`src/sv/wmr_pkg.sv`:
```
// Package for the waveform min/max rescaler.
// Holds widths, sample limits, register indexes and shared types.
// No dependencies.
`default_nettype none

package wmr_pkg;

    localparam int MAX_CHANNELS = 8;
    localparam int CH_BITS      = 3;
    localparam int CNT_BITS     = 4;
    localparam int SAMPLE_BITS  = 16;
    localparam int POS_BITS     = 48;
    localparam int IN_SPP_BITS  = 21;
    localparam int OUT_SPP_BITS = 25;
    localparam int CFG_IDX_BITS = 2;
    localparam int CFG_DATA_BITS = OUT_SPP_BITS;

    localparam logic signed [SAMPLE_BITS-1:0] SAMPLE_HI = 16'sh7FFF;
    localparam logic signed [SAMPLE_BITS-1:0] SAMPLE_LO = 16'sh8000;

    localparam logic [IN_SPP_BITS-1:0]  IN_SPP_RESET  = 21'd256;
    localparam logic [OUT_SPP_BITS-1:0] OUT_SPP_RESET = 25'd512;
    localparam logic [CNT_BITS-1:0]     CH_CNT_RESET  = 4'd1;

    typedef enum logic [CFG_IDX_BITS-1:0] {
        CFG_IN_SPP   = 2'd0,
        CFG_OUT_SPP  = 2'd1,
        CFG_CH_COUNT = 2'd2
    } t_cfg_idx;

    // One running min/max pair as held in the channel memory.
    typedef struct packed {
        logic signed [SAMPLE_BITS-1:0] max;
        logic signed [SAMPLE_BITS-1:0] min;
    } t_mm;

    typedef struct packed {
        logic               en;
        logic [CH_BITS-1:0] addr;
        t_mm                data;
    } t_ram_wr;

    typedef struct packed {
        logic               en;
        logic [CH_BITS-1:0] addr;
    } t_ram_rd;

endpackage

`default_nettype wire

```
`src/sv/wmr_pt_if.sv`:
```
// Input channel of the rescaler: one waveform point per transfer.
// Depends on wmr_pkg for the sample width.
`default_nettype none

interface wmr_pt_if;
    import wmr_pkg::*;

    logic                          valid;
    logic                          ready;
    logic signed [SAMPLE_BITS-1:0] in_min;
    logic signed [SAMPLE_BITS-1:0] in_max;
    logic                          final_pixel;

    modport source (output valid, output in_min, output in_max, output final_pixel,
                    input ready);
    modport sink   (input valid, input in_min, input in_max, input final_pixel,
                    output ready);
endinterface

`default_nettype wire

```
`src/sv/wmr_res_if.sv`:
```
// Output channel of the rescaler: one merged min/max pair per transfer.
// Depends on wmr_pkg for the sample and channel widths.
`default_nettype none

interface wmr_res_if;
    import wmr_pkg::*;

    logic                          valid;
    logic                          ready;
    logic signed [SAMPLE_BITS-1:0] out_min;
    logic signed [SAMPLE_BITS-1:0] out_max;
    logic [CH_BITS-1:0]            out_channel;

    modport source (output valid, output out_min, output out_max, output out_channel,
                    input ready);
    modport sink   (input valid, input out_min, input out_max, input out_channel,
                    output ready);
endinterface

`default_nettype wire

```
`src/sv/waveform_minmax_rescaler.sv`:
```
// Top level of the waveform min/max rescaler.
// Depends on wmr_pkg, wmr_pt_if, wmr_res_if and wmr_mm_ram.
`default_nettype none

// The block accepts one waveform point per clock cycle while input flow is not
// stopped and delivers a merged pair for each point that closes a span or
// belongs to a final pixel: the span decision and the pixel accumulators are
// updated at the input transfer, the channel's running pair is read from an
// 8-entry memory with a registered read, merged, and written back or, for an
// emitting point, held in an output register. Back-to-back points of the same
// channel are bypassed at the memory read port. A per-channel valid bit stands
// for the reset extremes, so a restart (reset, a configuration write, or the
// last channel of a final pixel) takes effect at once with no clearing pass.
// Input flow stops only while an emitting point waits on an untaken output.
module waveform_minmax_rescaler (
    input  wire logic                            i_clk,
    input  wire logic                            i_rst_n,
    input  wire logic                            i_cfg_we,
    input  wire logic [wmr_pkg::CFG_IDX_BITS-1:0]  i_cfg_idx,
    input  wire logic [wmr_pkg::CFG_DATA_BITS-1:0] i_cfg_data,
    wmr_pt_if.sink                               i_pt,
    wmr_res_if.source                            o_res
);
    import wmr_pkg::*;

    // Configuration and stream position.
    logic [IN_SPP_BITS-1:0]  r_in_spp, n_in_spp;
    logic [OUT_SPP_BITS-1:0] r_out_spp, n_out_spp;
    logic [CNT_BITS-1:0]     r_ch_cnt, n_ch_cnt;
    logic [CH_BITS-1:0]      r_pos, n_pos;
    logic [POS_BITS-1:0]     r_pe, n_pe;
    logic [POS_BITS-1:0]     r_sb, n_sb;

    // Merge stage.
    logic                          r_s1_v;
    logic [CH_BITS-1:0]            r_s1_ch;
    logic                          r_s1_emit;
    logic                          r_s1_restart;
    logic signed [SAMPLE_BITS-1:0] r_s1_min;
    logic signed [SAMPLE_BITS-1:0] r_s1_max;

    logic [MAX_CHANNELS-1:0] r_vld;

    // Output register.
    logic                          r_out_v;
    logic signed [SAMPLE_BITS-1:0] r_out_min;
    logic signed [SAMPLE_BITS-1:0] r_out_max;
    logic [CH_BITS-1:0]            r_out_ch;

    logic                cfg_hit;
    logic                accept;
    logic                out_free;
    logic                s1_go;
    logic [CNT_BITS-1:0] nch;
    logic [CH_BITS-1:0]  ch_in;
    logic [POS_BITS-1:0] diff;
    logic                closes;
    logic                emit_in;
    logic                last_in;
    t_mm                 rd_data;
    t_mm                 old_mm;
    t_mm                 new_mm;
    t_ram_wr             ram_wr;
    t_ram_rd             ram_rd;

    // Input side: span decision and channel position.
    always_comb begin
        if (r_ch_cnt == '0) begin
            nch = CNT_BITS'(1);
        end else if (r_ch_cnt > CNT_BITS'(MAX_CHANNELS)) begin
            nch = CNT_BITS'(MAX_CHANNELS);
        end else begin
            nch = r_ch_cnt;
        end
        ch_in   = ({1'b0, r_pos} >= nch) ? '0 : r_pos;
        diff    = r_pe - r_sb;
        closes  = (diff != '0) && !diff[POS_BITS-1];
        emit_in = closes || i_pt.final_pixel;
        last_in = (({1'b0, ch_in} + CNT_BITS'(1)) >= nch);
    end

    assign out_free   = !r_out_v || o_res.ready;
    assign s1_go      = r_s1_v && (!r_s1_emit || out_free);
    assign i_pt.ready = !r_s1_v || s1_go;
    assign accept     = i_pt.valid && i_pt.ready;

    always_comb begin
        cfg_hit = 1'b0;
        n_in_spp  = r_in_spp;
        n_out_spp = r_out_spp;
        n_ch_cnt  = r_ch_cnt;
        if (i_cfg_we) begin
            case (t_cfg_idx'(i_cfg_idx))
                CFG_IN_SPP: begin
                    cfg_hit  = 1'b1;
                    n_in_spp = i_cfg_data[IN_SPP_BITS-1:0];
                end
                CFG_OUT_SPP: begin
                    cfg_hit   = 1'b1;
                    n_out_spp = i_cfg_data[OUT_SPP_BITS-1:0];
                end
                CFG_CH_COUNT: begin
                    cfg_hit  = 1'b1;
                    n_ch_cnt = i_cfg_data[CNT_BITS-1:0];
                end
                default: begin
                    cfg_hit = 1'b0;
                end
            endcase
        end
    end

    always_comb begin
        n_pos = r_pos;
        n_pe  = r_pe;
        n_sb  = r_sb;
        if (cfg_hit || (accept && last_in && i_pt.final_pixel)) begin
            n_pos = '0;
            n_pe  = {{(POS_BITS-IN_SPP_BITS-1){1'b0}}, n_in_spp, 1'b0};
            n_sb  = {{(POS_BITS-OUT_SPP_BITS){1'b0}}, n_out_spp};
        end else if (accept) begin
            if (last_in) begin
                n_pos = '0;
                n_pe  = r_pe + {{(POS_BITS-IN_SPP_BITS){1'b0}}, r_in_spp};
                if (closes) begin
                    n_sb = r_sb + {{(POS_BITS-OUT_SPP_BITS){1'b0}}, r_out_spp};
                end
            end else begin
                n_pos = ch_in + CH_BITS'(1);
            end
        end
    end

    always_ff @(posedge i_clk) begin
        if (!i_rst_n) begin
            r_in_spp  <= IN_SPP_RESET;
            r_out_spp <= OUT_SPP_RESET;
            r_ch_cnt  <= CH_CNT_RESET;
            r_pos     <= '0;
            r_pe      <= {{(POS_BITS-IN_SPP_BITS-1){1'b0}}, IN_SPP_RESET, 1'b0};
            r_sb      <= {{(POS_BITS-OUT_SPP_BITS){1'b0}}, OUT_SPP_RESET};
        end else begin
            r_in_spp  <= n_in_spp;
            r_out_spp <= n_out_spp;
            r_ch_cnt  <= n_ch_cnt;
            r_pos     <= n_pos;
            r_pe      <= n_pe;
            r_sb      <= n_sb;
        end
    end

    // Merge stage: the memory read issued at the input transfer lands here.
    always_ff @(posedge i_clk) begin
        if (!i_rst_n) begin
            r_s1_v <= 1'b0;
        end else if (accept) begin
            r_s1_v <= 1'b1;
        end else if (s1_go) begin
            r_s1_v <= 1'b0;
        end
    end

    always_ff @(posedge i_clk) begin
        if (accept) begin
            r_s1_ch      <= ch_in;
            r_s1_emit    <= emit_in;
            r_s1_restart <= last_in && i_pt.final_pixel;
            r_s1_min     <= i_pt.in_min;
            r_s1_max     <= i_pt.in_max;
        end
    end

    always_comb begin
        if (r_vld[r_s1_ch]) begin
            old_mm = rd_data;
        end else begin
            old_mm.min = SAMPLE_HI;
            old_mm.max = SAMPLE_LO;
        end
        new_mm.min = (r_s1_min < old_mm.min) ? r_s1_min : old_mm.min;
        new_mm.max = (r_s1_max > old_mm.max) ? r_s1_max : old_mm.max;

        ram_wr.en   = s1_go && !r_s1_emit;
        ram_wr.addr = r_s1_ch;
        ram_wr.data = new_mm;
        ram_rd.en   = accept;
        ram_rd.addr = ch_in;
    end

    // An emitted entry goes back to the extremes by dropping its valid bit.
    always_ff @(posedge i_clk) begin
        if (!i_rst_n || cfg_hit) begin
            r_vld <= '0;
        end else if (s1_go) begin
            if (r_s1_restart) begin
                r_vld <= '0;
            end else begin
                r_vld[r_s1_ch] <= !r_s1_emit;
            end
        end
    end

    wmr_mm_ram u_mm_ram (
        .i_clk     (i_clk),
        .i_wr      (ram_wr),
        .i_rd      (ram_rd),
        .o_rd_data (rd_data)
    );

    // Output register.
    always_ff @(posedge i_clk) begin
        if (!i_rst_n) begin
            r_out_v <= 1'b0;
        end else if (s1_go && r_s1_emit) begin
            r_out_v <= 1'b1;
        end else if (o_res.ready) begin
            r_out_v <= 1'b0;
        end
    end

    always_ff @(posedge i_clk) begin
        if (s1_go && r_s1_emit) begin
            r_out_min <= new_mm.min;
            r_out_max <= new_mm.max;
            r_out_ch  <= r_s1_ch;
        end
    end

    assign o_res.valid       = r_out_v;
    assign o_res.out_min     = r_out_min;
    assign o_res.out_max     = r_out_max;
    assign o_res.out_channel = r_out_ch;

endmodule

`default_nettype wire

```
`src/sv/wmr_mm_ram.sv`:
```
// Per-channel running min/max memory: one write and one registered read port.
// A read at the edge of a write to the same entry returns the new data.
// Depends on wmr_pkg.
`default_nettype none

module wmr_mm_ram (
    input  wire logic             i_clk,
    input  wire wmr_pkg::t_ram_wr i_wr,
    input  wire wmr_pkg::t_ram_rd i_rd,
    output wmr_pkg::t_mm          o_rd_data
);
    import wmr_pkg::*;

    t_mm r_mem [MAX_CHANNELS];
    t_mm r_rd_data;

    always_ff @(posedge i_clk) begin
        if (i_wr.en) begin
            r_mem[i_wr.addr] <= i_wr.data;
        end
    end

    always_ff @(posedge i_clk) begin
        if (i_rd.en) begin
            if (i_wr.en && (i_wr.addr == i_rd.addr)) begin
                r_rd_data <= i_wr.data;
            end else begin
                r_rd_data <= r_mem[i_rd.addr];
            end
        end
    end

    assign o_rd_data = r_rd_data;

endmodule

`default_nettype wire
```
`src/flat_wrapper.sv`:
```
// flat-port wrapper written by rule: the top's interface ports become plain ports
module waveform_minmax_rescaler_flat import wmr_pkg::*;
  (i_clk, i_rst_n, i_cfg_we, i_cfg_idx, i_cfg_data, i_pt_valid, i_pt_in_min, i_pt_in_max, i_pt_final_pixel, i_pt_ready, o_res_valid, o_res_out_min, o_res_out_max, o_res_out_channel, o_res_ready);
  wmr_pt_if i_pt_i ();
  wmr_res_if o_res_i ();
  input  wire logic i_clk;
  input  wire logic i_rst_n;
  input  wire logic i_cfg_we;
  input  wire logic [wmr_pkg::CFG_IDX_BITS-1:0] i_cfg_idx;
  input  wire logic [wmr_pkg::CFG_DATA_BITS-1:0] i_cfg_data;
  input wire logic [$bits(i_pt_i.valid)-1:0] i_pt_valid;
  input wire logic [$bits(i_pt_i.in_min)-1:0] i_pt_in_min;
  input wire logic [$bits(i_pt_i.in_max)-1:0] i_pt_in_max;
  input wire logic [$bits(i_pt_i.final_pixel)-1:0] i_pt_final_pixel;
  output wire logic [$bits(i_pt_i.ready)-1:0] i_pt_ready;
  output wire logic [$bits(o_res_i.valid)-1:0] o_res_valid;
  output wire logic [$bits(o_res_i.out_min)-1:0] o_res_out_min;
  output wire logic [$bits(o_res_i.out_max)-1:0] o_res_out_max;
  output wire logic [$bits(o_res_i.out_channel)-1:0] o_res_out_channel;
  input wire logic [$bits(o_res_i.ready)-1:0] o_res_ready;
  assign i_pt_i.valid = i_pt_valid;
  assign i_pt_i.in_min = i_pt_in_min;
  assign i_pt_i.in_max = i_pt_in_max;
  assign i_pt_i.final_pixel = i_pt_final_pixel;
  assign i_pt_ready = i_pt_i.ready;
  assign o_res_valid = o_res_i.valid;
  assign o_res_out_min = o_res_i.out_min;
  assign o_res_out_max = o_res_i.out_max;
  assign o_res_out_channel = o_res_i.out_channel;
  assign o_res_i.ready = o_res_ready;
  waveform_minmax_rescaler u_core (.i_clk(i_clk), .i_rst_n(i_rst_n), .i_cfg_we(i_cfg_we), .i_cfg_idx(i_cfg_idx), .i_cfg_data(i_cfg_data), .i_pt(i_pt_i), .o_res(o_res_i));
endmodule
```
`config.mk`:
```
export PLATFORM = sky130hd
export DESIGN_NAME = waveform_minmax_rescaler_flat
export DESIGN_NICKNAME = d
export VERILOG_FILES = /design/src/sv/wmr_pkg.sv /design/src/sv/wmr_pt_if.sv /design/src/sv/wmr_res_if.sv /design/src/sv/waveform_minmax_rescaler.sv /design/src/sv/wmr_mm_ram.sv /design/src/flat_wrapper.sv
export SDC_FILE = /design/constraint.sdc
export NUM_CORES = 1
export LEC_CHECK = 0
export ABC_AREA = 1
export BUFFER_PORTS_ARGS = -buffer_cell sky130_fd_sc_hd__buf_4
export CELL_PAD_IN_SITES_DETAIL_PLACEMENT = 0
export CELL_PAD_IN_SITES_GLOBAL_PLACEMENT = 2
export CORE_MARGIN = 2
export CORE_UTILIZATION = 35
export DETAILED_ROUTE_END_ITERATION = 16
export GPL_TIMING_DRIVEN = 0
export PLACE_DENSITY = 0.89
export SETUP_SLACK_MARGIN = 0.15
export SKIP_CTS_REPAIR_TIMING = 1
export SLEW_MARGIN = 20
export SYNTH_ARGS = -nofsm -noshare
export SYNTH_HDL_FRONTEND = slang
export SYNTH_SLANG_ARGS = --single-unit
```
`constraint.sdc`:
```
create_clock -name i_clk -period 4.94 [get_ports i_clk]
set_clock_uncertainty 0.1 [all_clocks]
set_input_delay 0.494 -clock i_clk [delete_from_list [all_inputs] [get_ports i_clk]]
set_output_delay 0.494 -clock i_clk [all_outputs]
set_load 0.05 [all_outputs]
```
==> impl_metrics.yaml <==
outcome:
  status: "complete, no violations"
sta:
  period_needed_ns: 4.60
  rsz0062_at_grt: "true"
  maxSlewViolCount: 0
  setup_ws_ns: 0.341
  max_slew_margin_pct: 36.2
  fin_tns_setup_ns: 0
  hold_viol_final: 0
  period_share_pct: 93.1
  hold_ws_ns: 0.00390
  tightest_slew_ns: 0.957
  fmax_mhz: 217
  setup_viol: 0
yosys:
  async_flop_share_pct: 0
  yosysTopAreaCell: "edfxtp_1"
  syn-cell-area_mm2: 0.0293
  synth_fp_nets: 3779
  synth_cells: 3579
  synth_top_area_share_pct: 36.9
  seq_area_frac_synth_pct: 47.8
  avgSynthCellArea_um2: 8.18
  yosysWarnings: 0
  synthTopCellsByArea: "edfxtp_1, nand2_1, dfxtp_1"
  synth_edf_count: 360
  ys_seq_elements: 519
  ys.flop_type: "edfxtp_1"
  synth_cell_types: 56
cts:
  clk_path_buf_depth: 3
  cts_buffers: 58
  clkSinkCount: 519
  htreeDepth: 2
  worstSkewPairLatency_ns: 0.66
  clkTransAtPathRegs_ns: 0.07
  cts-root-buf: "clkbuf_16"
  cts_tree: "built"
floorplan:
  fp.dieH_um: 293
  die-area_mm2: 0.0860
  core_mm2: 0.0833
  initial_utilization_pct: 35.2
  fp.dieW_um: 293
  num_rows: 106
  ios: 102
setup_path:
  crit_fanout: 10
  critPathTopFamily: "compound AO/OA/AOI/OAI gates"
  critPathArrivalTime_ns: 4.85
  crit_slowest_cell: "edfxtp_1"
  crit_chain: "clkbuf_4 > inv_1 > nand3_1 > o22ai_1 > nor2_2 > nand2_4 > buf_12 > clkbuf_4 > nand2_1 > ha_1 > nand2_1 > inv_1 > nand3_1 > a31oi_1 > a2111oi_0 > nand3_1 > o211ai_1 > buf_4 > nor2_1 > a21oi_4 > nand2_1 > o31ai_1"
  endpoint_kind: "register"
  critPathKind: "register to register"
  start_kind: "register"
  crit_buf_inv: 6
  cp.required_ns: 5.20
  cpPeakStageDelay_ns: 0.46
pwr:
  irDropWorstVdd_mv: 0.304
  p_per_area_mw_per_mm2: 324
  p_leak_uw: 0.0147
route:
  drc: 0
  drt_first_iter_violations: 1936
  first_pass_iters: 5
  dr_total_vias: 25000
  wl_per_cell_um: 19.6
  drt_wl_total_mm: 97.0
  viasPerCell: 5.05
  ant_nets: 0
grt:
  grt_overflow: 0
  antenna_found_initial: 1
  grt_max_degree: 40
  grt_first_pass_wirelength_mm: 145
  grt_pass1_vias: 24000
  grtUsageTotal_pct: 22.1
final_layout:
  final_nets: 4031
  antennaDiodeCount: 0
  final_core_util_pct: 41.6
  layout_commonest_cell: "nand2_1"
  drive_gt1_share_pct: 10.2
  layout_common_cells: "nand2_1, inv_1, edfxtp_1"
  area.growth.synth_to_final_pct: 18.3
placed_design:
  place_ws_ns: -2.29
  place.gp.congestion: 0.914
  port-buffer-count: 100
  hpwl_mm: 75.5
flow_run:
  maxCapViolCount: 0
worst_hold_path:
  holdCritPathClass: "primary input to register"
==> path summary, 6_finish.rpt <==
path,from,end,slack (ns),cells past startpoint
hold reg to reg,u_core.r_vld[2],u_core.r_vld[2],0.37,2
setup reg to reg,u_core.r_s1_ch[0],u_core.u_mm_ram.o_rd_data[25],0.34,22
hold / removal,i_cfg_data[22],u_core.r_out_spp[22],0.004,3
setup / recovery,u_core.r_s1_ch[0],u_core.u_mm_ram.o_rd_data[25],0.34,22
==> synthesized netlist by cell type, drive strengths merged (4+ instances only) <==
library cell	count
nand4	38
ha	132
a21boi	4
o31ai	11
nand2	965
mux2i	47
inv	465
nor2	351
a21o	8
and2	17
o21ai	132
xnor2	15
nor4	19
nand3b	11
a31oi	29
clkbuf	76
o21a	12
o211ai	17
a32oi	4
a21oi	256
o21bai	12
a32o	10
dfxtp	159
a22oi	5
o22ai	18
buf	28
nor3	53
o221ai	49
nand3	171
or2	32
xor2	56
edfxtp	360
==> flip-flops by register name, indices dropped and copies added, names as in the netlist, 3 cells and up <==
signal and cells:
u_core.r_s1_ch 3, u_core.r_ch_cnt 4, u_core.r_out_spp 25, u_core.o_res.out_max 16, u_core.r_s1_max 16, u_core.o_res.out_min 16
u_core.u_mm_ram.r_mem 256, u_core.r_sb 48, u_core.r_vld 8, u_core.o_res.out_channel 3, u_core.r_pe 48, u_core.u_mm_ram.o_rd_data 32
u_core.r_s1_min 16, u_core.r_in_spp 21, u_core.r_pos 3
==> per-stage QoR <==
step / total power, uW / cells / instance area (um2)
after global placement: 6740 / 4759 / 31400
after floorplan: 6130 / 3579 / 29300
final: 11200 / 4956 / 34600
after detailed placement: 6750 / 4790 / 31700
after CTS: 11200 / 4895 / 33700
after global routing: 11700 / 4956 / 34600
==> final cells by class <==
type | count | area [um2]
buffer | 104 | 562
clock buffer | 70 | 1540
clock inverter | 35 | 440
fill | 8462 | 48700
inverter | 468 | 1770
multi-input combinational | 2488 | 13400
sequential | 519 | 14000
tap | 1080 | 1350
timing repair buffer | 192 | 1590
==> layer usage <==
layer | track usage [%] | up-vias | share of wire [%]
met3 | 2.16 | 152 | 4.5
met4 | 8.16 | 2 | 3.8
li1 | - | 12500 | -
met2 | 39.4 | 692 | 49
met1 | 27.7 | 11600 | 43
met5 | 0 | - | 0.015
==> tightest hold or removal path: stages <==
cell     delay, ns
buf_4         0.09
mux2i_1       0.07
nor2_1        0.08
==> cells by family (layout without fill, tap and decap cells) <==
family          count (synthesis)  after routing  share of synthesized area, %
simple gates                 1660           1660                          23.5
flops                         519            519                          47.8
mux                            47             47                          1.61
compound gates                575            575                          11.6
xor+xnor                       71             71                          2.12
buf+inv                       572            869                          7.49
fa+ha+maj                     135            135                          5.85
==> where the power goes <==
part           leakage, uW  total (uW)  switching, uW  internal [uW]
Combinational      0.00920        1900           1300            600
Sequential         0.00456        4860           68.3           4790
Clock             0.000952        4460           1860           2600
Total               0.0147       11200           3230           7990
No activity file was read; power rests on OpenSTA's default activity.
